$ cat src/assert_macros.svh
// assertion helpers for the rtl
`ifndef ASSERT_MACROS_SVH
`define ASSERT_MACROS_SVH

// clocked implication, disabled while reset is asserted
`define VGBD_ASSERT(label, clk, rstn, prop, msg) \
    label: assert property (@(posedge clk) disable iff (!rstn) (prop)) else $error(msg);

// clocked check on the cycle after the condition
`define VGBD_ASSERT_NEXT(label, clk, rstn, cond, prop, msg) \
    label: assert property (@(posedge clk) disable iff (!rstn) (cond) |=> (prop)) \
        else $error(msg);

`endif

$ cat src/vgbd_pkg.sv
package vgbd_pkg;

    localparam int MAX_WIDTH  = 1024;
    localparam int MAX_HEIGHT = 1024;
    localparam int DIV_STEPS  = 8;
    localparam int REM_W      = 18;
    localparam int NUM_CH     = 3;

    localparam logic [1:0] REG_TOP_COLOR    = 2'd0;
    localparam logic [1:0] REG_BOTTOM_COLOR = 2'd1;
    localparam logic [1:0] REG_FRAME_WIDTH  = 2'd2;
    localparam logic [1:0] REG_FRAME_HEIGHT = 2'd3;

    localparam int CH_RED   = 2;
    localparam int CH_GREEN = 1;
    localparam int CH_BLUE  = 0;

    typedef struct packed {
        logic [7:0]       t8;
        logic             neg;
        logic [REM_W-1:0] rem;
        logic [7:0]       quo;
    } chan_t;

    typedef struct packed {
        logic              valid;
        logic              in_frame;
        logic              one_row;
        logic [3:0]        dith;
        logic [19:0]       addr;
        chan_t [NUM_CH-1:0] ch;
    } pix_t;

    function automatic logic [10:0] clamp_dim(input logic [10:0] v, input logic [10:0] maxv);
        logic [10:0] r;
        begin
            r = v;
            if (v == 11'd0) begin
                r = 11'd1;
            end else if (v > maxv) begin
                r = maxv;
            end
            return r;
        end
    endfunction

    function automatic logic [3:0] bayer(input logic [1:0] row, input logic [1:0] col);
        logic [3:0] d;
        begin
            case ({row, col})
                4'h0: d = 4'd0;
                4'h1: d = 4'd8;
                4'h2: d = 4'd2;
                4'h3: d = 4'd10;
                4'h4: d = 4'd12;
                4'h5: d = 4'd4;
                4'h6: d = 4'd14;
                4'h7: d = 4'd6;
                4'h8: d = 4'd3;
                4'h9: d = 4'd11;
                4'hA: d = 4'd1;
                4'hB: d = 4'd9;
                4'hC: d = 4'd15;
                4'hD: d = 4'd7;
                4'hE: d = 4'd13;
                4'hF: d = 4'd5;
                default: d = 4'd0;
            endcase
            return d;
        end
    endfunction

endpackage

$ cat src/vgbd_front.sv
module vgbd_front
    import vgbd_pkg::*;
(
    input  logic        aclk,
    input  logic        aresetn,
    input  logic        en,
    input  logic        in_valid,
    input  logic [9:0]  pixel_x,
    input  logic [9:0]  pixel_y,
    input  logic [15:0] top_color,
    input  logic [15:0] bottom_color,
    input  logic [10:0] width_c,
    input  logic [10:0] height_c,
    output pix_t        out_reg
);

    pix_t        stage_next;
    logic [7:0]  t8 [NUM_CH];
    logic [7:0]  b8 [NUM_CH];
    logic [7:0]  mag;
    logic [20:0] row_base;

    always_comb begin
        t8[CH_RED]   = {top_color[15:11], 3'b000};
        t8[CH_GREEN] = {top_color[10:5], 2'b00};
        t8[CH_BLUE]  = {top_color[4:0], 3'b000};
        b8[CH_RED]   = {bottom_color[15:11], 3'b000};
        b8[CH_GREEN] = {bottom_color[10:5], 2'b00};
        b8[CH_BLUE]  = {bottom_color[4:0], 3'b000};
    end

    always_comb begin
        stage_next          = '0;
        mag                 = '0;
        row_base            = 21'(pixel_y) * 21'(width_c);
        stage_next.valid    = in_valid;
        stage_next.in_frame = ({1'b0, pixel_x} < width_c) && ({1'b0, pixel_y} < height_c);
        stage_next.one_row  = (height_c == 11'd1);
        stage_next.dith     = bayer(pixel_y[1:0], pixel_x[1:0]);
        stage_next.addr     = row_base[19:0] + 20'(pixel_x);
        for (int c = 0; c < NUM_CH; c++) begin
            stage_next.ch[c].t8  = t8[c];
            stage_next.ch[c].neg = (b8[c] < t8[c]);
            mag = stage_next.ch[c].neg ? (t8[c] - b8[c]) : (b8[c] - t8[c]);
            stage_next.ch[c].rem = REM_W'(mag) * REM_W'(pixel_y);
            stage_next.ch[c].quo = '0;
        end
    end

    always_ff @(posedge aclk) begin
        if (!aresetn) begin
            out_reg <= '0;
        end else if (en) begin
            out_reg <= stage_next;
        end
    end

endmodule

$ cat src/vgbd_divider.sv
module vgbd_divider
    import vgbd_pkg::*;
(
    input  logic       aclk,
    input  logic       aresetn,
    input  logic       en,
    input  logic [9:0] divisor,
    input  pix_t       in_pix,
    output pix_t       out_pix
);

    pix_t stage_reg [DIV_STEPS+1];

    assign stage_reg[0] = in_pix;
    assign out_pix      = stage_reg[DIV_STEPS];

    // restoring division, one quotient bit per stage, msb first
    for (genvar i = 0; i < DIV_STEPS; i++) begin : g_step
        localparam int K = DIV_STEPS - 1 - i;
        pix_t             step_next;
        logic [REM_W-1:0] dsh;

        always_comb begin
            dsh       = REM_W'(divisor) << K;
            step_next = stage_reg[i];
            for (int c = 0; c < NUM_CH; c++) begin
                if (stage_reg[i].ch[c].rem >= dsh) begin
                    step_next.ch[c].rem    = stage_reg[i].ch[c].rem - dsh;
                    step_next.ch[c].quo[K] = 1'b1;
                end
            end
        end

        always_ff @(posedge aclk) begin
            if (!aresetn) begin
                stage_reg[i+1] <= '0;
            end else if (en) begin
                stage_reg[i+1] <= step_next;
            end
        end
    end

endmodule

$ cat src/vgbd_back.sv
module vgbd_back
    import vgbd_pkg::*;
(
    input  logic        aclk,
    input  logic        aresetn,
    input  logic        en,
    input  pix_t        in_pix,
    output logic        valid_reg,
    output logic [15:0] color_reg,
    output logic [19:0] addr_reg,
    output logic        inside_reg
);

    logic [9:0]  v;
    logic [9:0]  sum;
    logic [2:0]  off;
    logic [6:0]  lvl;
    logic [4:0]  r5, b5;
    logic [5:0]  g6;
    logic [15:0] color_next;

    always_comb begin
        r5 = '0;
        g6 = '0;
        b5 = '0;
        v  = '0;
        sum = '0;
        off = '0;
        lvl = '0;
        for (int c = 0; c < NUM_CH; c++) begin
            if (in_pix.one_row) begin
                v = {2'b00, in_pix.ch[c].t8};
            end else if (in_pix.ch[c].neg) begin
                v = {2'b00, in_pix.ch[c].t8} - {2'b00, in_pix.ch[c].quo};
            end else begin
                v = {2'b00, in_pix.ch[c].t8} + {2'b00, in_pix.ch[c].quo};
            end
            if (v[9]) begin
                v = '0;
            end
            off = (c == CH_GREEN) ? {1'b0, in_pix.dith[3:2]} : in_pix.dith[3:1];
            sum = v + 10'(off);
            if (c == CH_GREEN) begin
                lvl = 7'(sum >> 2);
                g6  = (lvl > 7'd63) ? 6'd63 : lvl[5:0];
            end else begin
                lvl = 7'(sum >> 3);
                if (c == CH_RED) begin
                    r5 = (lvl > 7'd31) ? 5'd31 : lvl[4:0];
                end else begin
                    b5 = (lvl > 7'd31) ? 5'd31 : lvl[4:0];
                end
            end
        end
        color_next = {r5, g6, b5};
    end

    always_ff @(posedge aclk) begin
        if (!aresetn) begin
            valid_reg <= 1'b0;
        end else if (en) begin
            valid_reg <= in_pix.valid;
        end
    end

    always_ff @(posedge aclk) begin
        if (en) begin
            inside_reg <= in_pix.in_frame;
            color_reg  <= in_pix.in_frame ? color_next : 16'd0;
            addr_reg   <= in_pix.in_frame ? in_pix.addr : 20'd0;
        end
    end

endmodule

$ cat src/vertical_gradient_bayer_dither.sv
// channel   dir  tdata / data                          tuser
// s_        in   [9:0] pixel_x, [19:10] pixel_y         -
// m_        out  [15:0] pixel_color, [35:16] address    [0] in_frame
// cfg_      in   write enable, 2-bit index, 16-bit data
//
// one transaction per cycle while m_ does not stall; the pipeline is
// front stage, 8 divide stages, output stage
// the divide stages take one quotient bit each, which sets the depth
// aresetn is synchronous; it clears the valid bits and the front and divide stages
// a stall on m_ freezes every stage at once, s_tready follows it

`include "assert_macros.svh"

module vertical_gradient_bayer_dither
    import vgbd_pkg::*;
(
    input  logic        aclk,
    input  logic        aresetn,
    input  logic        s_tvalid,
    output logic        s_tready,
    input  logic [23:0] s_tdata,   // [9:0] pixel_x, [19:10] pixel_y, rest zero
    output logic        m_tvalid,
    input  logic        m_tready,
    output logic [39:0] m_tdata,   // [15:0] pixel_color, [35:16] pixel_address, rest zero
    output logic        m_tuser,   // [0] in_frame
    input  logic        cfg_we,
    input  logic [1:0]  cfg_index,
    input  logic [15:0] cfg_data
);

    // configuration registers
    logic [15:0] top_color_reg;
    logic [15:0] bottom_color_reg;
    logic [10:0] frame_width_reg;
    logic [10:0] frame_height_reg;

    logic [10:0] width_c;
    logic [10:0] height_c;
    logic [9:0]  divisor;
    logic        adv;

    pix_t front_pix;
    pix_t div_pix;

    logic [15:0] color_out;
    logic [19:0] addr_out;
    logic        inside_out;

    always_ff @(posedge aclk) begin
        if (!aresetn) begin
            top_color_reg    <= 16'd0;
            bottom_color_reg <= 16'd0;
            frame_width_reg  <= 11'd320;
            frame_height_reg <= 11'd240;
        end else if (cfg_we) begin
            case (cfg_index)
                REG_TOP_COLOR:    top_color_reg    <= cfg_data;
                REG_BOTTOM_COLOR: bottom_color_reg <= cfg_data;
                REG_FRAME_WIDTH:  frame_width_reg  <= cfg_data[10:0];
                REG_FRAME_HEIGHT: frame_height_reg <= cfg_data[10:0];
                default: ;
            endcase
        end
    end

    // zero acts as one, anything above the maximum acts as the maximum
    assign width_c  = clamp_dim(frame_width_reg, 11'(MAX_WIDTH));
    assign height_c = clamp_dim(frame_height_reg, 11'(MAX_HEIGHT));
    // height minus one is the interpolation divisor; single row bypasses it
    assign divisor  = 10'(height_c - 11'd1);

    // whole pipeline moves when the output register is free or drained
    assign adv      = !m_tvalid || m_tready;
    assign s_tready = adv;

    vgbd_front u_front (
        .aclk         (aclk),
        .aresetn      (aresetn),
        .en           (adv),
        .in_valid     (s_tvalid),
        .pixel_x      (s_tdata[9:0]),
        .pixel_y      (s_tdata[19:10]),
        .top_color    (top_color_reg),
        .bottom_color (bottom_color_reg),
        .width_c      (width_c),
        .height_c     (height_c),
        .out_reg      (front_pix)
    );

    vgbd_divider u_div (
        .aclk    (aclk),
        .aresetn (aresetn),
        .en      (adv),
        .divisor (divisor),
        .in_pix  (front_pix),
        .out_pix (div_pix)
    );

    vgbd_back u_back (
        .aclk       (aclk),
        .aresetn    (aresetn),
        .en         (adv),
        .in_pix     (div_pix),
        .valid_reg  (m_tvalid),
        .color_reg  (color_out),
        .addr_reg   (addr_out),
        .inside_reg (inside_out)
    );

    assign m_tdata = {4'd0, addr_out, color_out};
    assign m_tuser = inside_out;

    // out-of-frame transactions carry an all-zero payload
    `VGBD_ASSERT(a_outside_zero, aclk, aresetn, (m_tvalid && !m_tuser) |-> (m_tdata == 40'd0), "outside pixel not zeroed")

    // a single-row frame reproduces the top color exactly
    `VGBD_ASSERT(a_one_row, aclk, aresetn, (m_tvalid && m_tuser && (height_c == 11'd1)) |-> (m_tdata[15:0] == top_color_reg), "single row color mismatch")

endmodule
$ cat config.mk
export PLATFORM = sky130hd
export DESIGN_NAME = vertical_gradient_bayer_dither
export DESIGN_NICKNAME = d
export VERILOG_FILES = /design/src/vgbd_pkg.sv /design/src/vgbd_front.sv /design/src/vgbd_divider.sv /design/src/vgbd_back.sv /design/src/vertical_gradient_bayer_dither.sv
export VERILOG_INCLUDE_DIRS = /design/src /design/src/src
export SDC_FILE = /design/constraint.sdc
export NUM_CORES = 2
export LEC_CHECK = 0
export ABC_AREA = 1
export BUFFER_PORTS_ARGS = -buffer_cell sky130_fd_sc_hd__clkbuf_2
export CAP_MARGIN = 20
export CORE_UTILIZATION = 50
export CTS_CLUSTER_SIZE = 14
export DETAILED_ROUTE_END_ITERATION = 10
export GPL_TIMING_DRIVEN = 0
export HOLD_SLACK_MARGIN = 0.15
export MAX_ROUTING_LAYER = met4
export PLACE_DENSITY = 0.78
export SYNTH_ARGS = -nofsm -noshare
export SYNTH_HDL_FRONTEND = slang
export SYNTH_HIERARCHICAL = 1
export SYNTH_SLANG_ARGS = --single-unit
$ cat constraint.sdc
create_clock -name aclk -period 4.82 [get_ports aclk]
set_input_delay 0 -clock aclk [delete_from_list [all_inputs] [get_ports aclk]]
set_output_delay 0 -clock aclk [all_outputs]
set_load 0.02 [all_outputs]
# Yosys cells after proc, flatten, opt, wreduce, memory -nomap -nowiden
# Memories as Yosys holds them, arrays and structs flattened. A register that Yosys moved wholly into a read port is not among the register bits.
# Index checks and enable logic that the tools add are counted.
# word_totals
output_inout_bits	43
register_bits	1042
input_bits	47
mem_count	1
mem_bits_ro	64
wordCells	307
# classes
eq_ne	4
multipliers	4
muxes	61
reduce_logical	11
addsub	38
order_cmp	34
# memory_table
memory	words	width	read_ports	rd_ports_with_merged_regs	write_ports	line	rtl
(no name shown)	16	4	1	1	0	vgbd_pkg.sv:50	case ({row, col})
# op_table
operator	n
$mux 18	18
$mux 10	6
$mux 19	3
$ge 18x10->1	3
$ge 18x11->1	3
$ge 18x12->1	3
$ge 18x13->1	3
$ge 18x14->1	3
$ge 18x15->1	3
$ge 18x16->1	3
$ge 18x17->1	3
$mul 8x10->18	3
$sub 18x11->18	3
$sub 18x12->18	3
$sub 18x13->18	3
$sub 18x14->18	3
$sub 18x15->18	3
$sub 18x16->18	3
$sub 18x17->18	3
$sub 8x8->8	6
$mux 11	4
$add 8x8->9	3
$mux 9	3
$sub 8x8->9	3
23 further kinds	58

# Depth between registers and ports, before layout
# logic_depth
depth_word	7
depth_mapped	32
mapped_depth_nobuf	32

# Cells and area by module
# The synthesis kept the hierarchy.
# by_module_without_submodules
mod	area_per_inst_um2	n_inst	cells_each	seq_area_each_um2
vgbd_divider	58155.8	1	8776	21140.3
vgbd_front	14993.1	1	2110	1841.8
vgbd_back	4752.1	1	704	1131.1
vertical_gradient_bayer_dither	2344.7	1	337	1081.0

# Least setup slack after synthesis
# OpenSTA, ideal clock, no wires.
# synth_path
path_type	register -> register
from	register frame_width_reg[4]
to	register u_front/out_reg[116] (netlist name)
arrival_ps	5033
stages_incl_launch_ff	28
n_path_buf	1
slack_ps	-329
setup_time_ps	115
period_less_slack_ps	5149
path_cell_list	dfxtp_1 inv_1 nand4_1 nor3_1 nand3_1 nand2_1 inv_1 nor2_1 clkbuf_1 nand2_1 fa_1 inv_1 fa_1 inv_1 fa_1 inv_1 fa_1 inv_1 fa_1 inv_1 ha_1 nand2_1 nand2_1 a21oi_1 nand3_1 xor2_1 o21ai_0 inv_1
# synth_via
elab_chain_len	5
elab_cells_between_ends	6
# synth_rtl
item	line	rtl
from (decl)	vertical_gradient_bayer_dither.sv:34	logic [10:0] frame_width_reg;
from (signal assigned)	vertical_gradient_bayer_dither.sv:59	REG_FRAME_WIDTH: frame_width_reg <= cfg_data[10:0];
$gt 11x11->1	vgbd_pkg.sv:40	end else if (v > maxv) begin
$mux 11	vgbd_pkg.sv:40	
$mux 11 *	vgbd_pkg.sv:38	if (v == 11'd0) begin
net width_c[7]	vertical_gradient_bayer_dither.sv:37	logic [10:0] width_c;
$mul 10x11->20 *	vgbd_front.sv:35	row_base = 21'(pixel_y) * 21'(width_c);
$add 20x10->20 *	vgbd_front.sv:40	stage_next.addr = row_base[19:0] + 20'(pixel_x);
to (signal assigned)	vgbd_front.sv:54	out_reg <= stage_next;
to (decl)	vgbd_front.sv:14	output pix_t out_reg
# Mark *: on every way through the listed nets, which the timed path passes. The rest lies on a longest branch.
# A chain may end at the register's enable or synchronous reset.

# Worst setup path in the final report
# layout_path
from	register frame_width_reg[4]
to	register u_front/out_reg[122] (netlist name)
# The elaborated chain is that of the path after synthesis.

==> flow_summary.json <==
{
  "status": "finished with violations",
  "violations": "setup timing",
  "clock_sinks": 1177,
  "netlist_instances": 11140,
  "setup.worst_path.end_class": "flip-flop",
  "cts_max_level": 3,
  "area.growth.synth_to_final_pct": 15.56,
  "rsz0062_at_grt": "true",
  "reg2reg_from": "frame_width_reg[4]",
  "portBuffers": 80,
  "clock_skew_ns": 0.04914,
  "vias": 74900,
  "ir_drop_mv": 1.284,
  "gp_congestion": 0.9997,
  "whs_ns": 0.2040,
  "power_leakage_uw": 0.04173,
  "wl_per_cell_um": 18.75,
  "dieArea_sq_mm": 0.1528,
  "cts_tree": "done",
  "max_freq_mhz": 184.1,
  "grt_antenna_before_repair": 5,
  "synth.avg_cell_area_sq_um": 6.789,
  "min_period_ns": 5.433,
  "drt_iter0_markers": 7160,
  "placed_area_sq_mm": 0.07910,
  "drtAntennaViolNets": 0,
  "critical_path_class": "flip-flop to flip-flop",
  "final_max_slew_viol_count": 0,
  "gr-total-overflow": 0,
  "clk_latency_ns": 0.78,
  "grt_pass1_vias": 70700,
  "ios": 90,
  "worstPathRequired_ns": 5.49,
  "critPathMaxStageDelay_ns": 0.52,
  "drc": 0,
  "worst_slew_pin_slew_ns": 1.186,
  "power_density_mw_per_mm2": 576.5,
  "cp_slowest_cell": "fa_1",
  "crit_top_cell": "fa_1",
  "pre_cts_slack_ns": -1.045,
  "seqCellArea_sq_mm": 0.02397,
  "slew_headroom": 0.2092,
  "yosysWarningCount": 6,
  "cp.arrival_ns": 6.10,
  "die_h_um": 390.9,
  "layout-drive-gt1-share": 0.1138,
  "viasPerCell": 5.465,
  "maxCapViolCount": 0,
  "grt_use_total": 0.3347,
  "path_clk_slew_ns": 0.06,
  "nFillCells": 14010,
  "start_kind": "flip-flop",
  "grt_pass1_wl_um": 392300,
  "setup_viol": 34,
  "cts-root-buf": "clkbuf_16",
  "place_hpwl_um": 193900,
  "final_area_sq_mm": 0.08738,
  "largest_reg_flops": 518,
  "cp-startpoint": "frame_width_reg[4]",
  "numCtsBuffers": 120,
  "start_util": 0.5042,
  "syn-cell-area_sq_mm": 0.07561,
  "final_net_count": 12350,
  "hold_class": "input port to flip-flop",
  "worstPathMaxFanout": 7,
  "hold_viol": 0,
  "drt_pre_antenna_iters": 6,
  "min_period_over_period": 1.127,
  "grt_max_degree": 36,
  "die_w_um": 390.9,
  "worstHoldStart": "cfg_data[8]",
  "core_sq_mm": 0.1500,
  "layout_setup_ws_ns": -0.6131,
  "wl_um": 256900,
  "multi_input_area_sq_mm": 0.04588,
  "num_rows": 142,
  "clk_path_buf_depth": 3
}
-- worst max-delay path: cells and delay by family (launching register included) --
kind	cells	cell delay, ns
AND/OR/NAND/NOR	14	1.69
flip-flops	1	0.33
adder cells (fa/ha/maj)	6	2.76
buffers and inverters	9	0.56
-- final cells by class --
class	instances	area share
timing repair buffer	293	0.02805
multi-input combinational	8041	0.5251
tap	2016	0.02887
clock buffer	161	0.03853
antenna	4	0.0001145
clock inverter	57	0.009221
buffer	630	0.03763
sequential	1177	0.2743
inverter	1328	0.05818
-- worst paths after layout --
path / to / slack (ns) / depth (start not counted)
max: u_front/out_reg[122] / -0.61 / 29
min: frame_height_reg[8] / 0.20 / 4
max reg2reg: u_front/out_reg[122] / -0.61 / 29
min reg2reg: u_div/g_step[3].step_next[75] / 0.47 / 2
-- layer usage --
metal | global-route usage | up-vias | share of wire
li1 | - | 36300 | -
met1 | 0.4163 | 35010 | 0.42
met2 | 0.5428 | 2887 | 0.46
met3 | 0.03692 | 704 | 0.067
met4 | 0.1579 | 0 | 0.054
met5 | - | - | 0
-- power breakdown --
part / switching [uW] / internal [uW]
Sequential: 1640 / 11400
Clock: 4180 / 5630
Combinational: 16700 / 10800
Total: 22600 / 27800
-- cells in the final DEF, fill, tap and decap left out, drive strengths merged, types with 68 or more instances in the layout --
| cell | count |
|---|---|
| a21oi | 632 |
| buf | 470 |
| clkbuf | 546 |
| dfxtp | 1140 |
| dlygate4sd3 | 68 |
| fa | 198 |
| ha | 511 |
| inv | 1327 |
| nand2 | 2208 |
| nand3 | 717 |
| nand3b | 124 |
| nand4 | 172 |
| nor2 | 2097 |
| o21ai | 977 |
| xnor2 | 92 |
-- metrics by stage --
stage               power, uW  TNS (ns)  utilization  std cells
floorplan               29050  -0.07612            -      11180
global placement        35150  -1014.79       0.5256      13280
detailed placement      35640    -46.69       0.5275      13290
CTS                     48210    -7.101       0.5751      13670
global route            53630    -17.69       0.5827      13710
finish                  50370    -11.24       0.5827      13710
-- repair_timing --
action                     4_1_cts  5_1_grt
hold buffers                    68        0
hold endpoints to repair       108        0
buffers inserted               103       33
pin swaps                      141      158
resized for setup              389      250
setup endpoints to repair      231       86
Power figures use the tool's default switching activity.
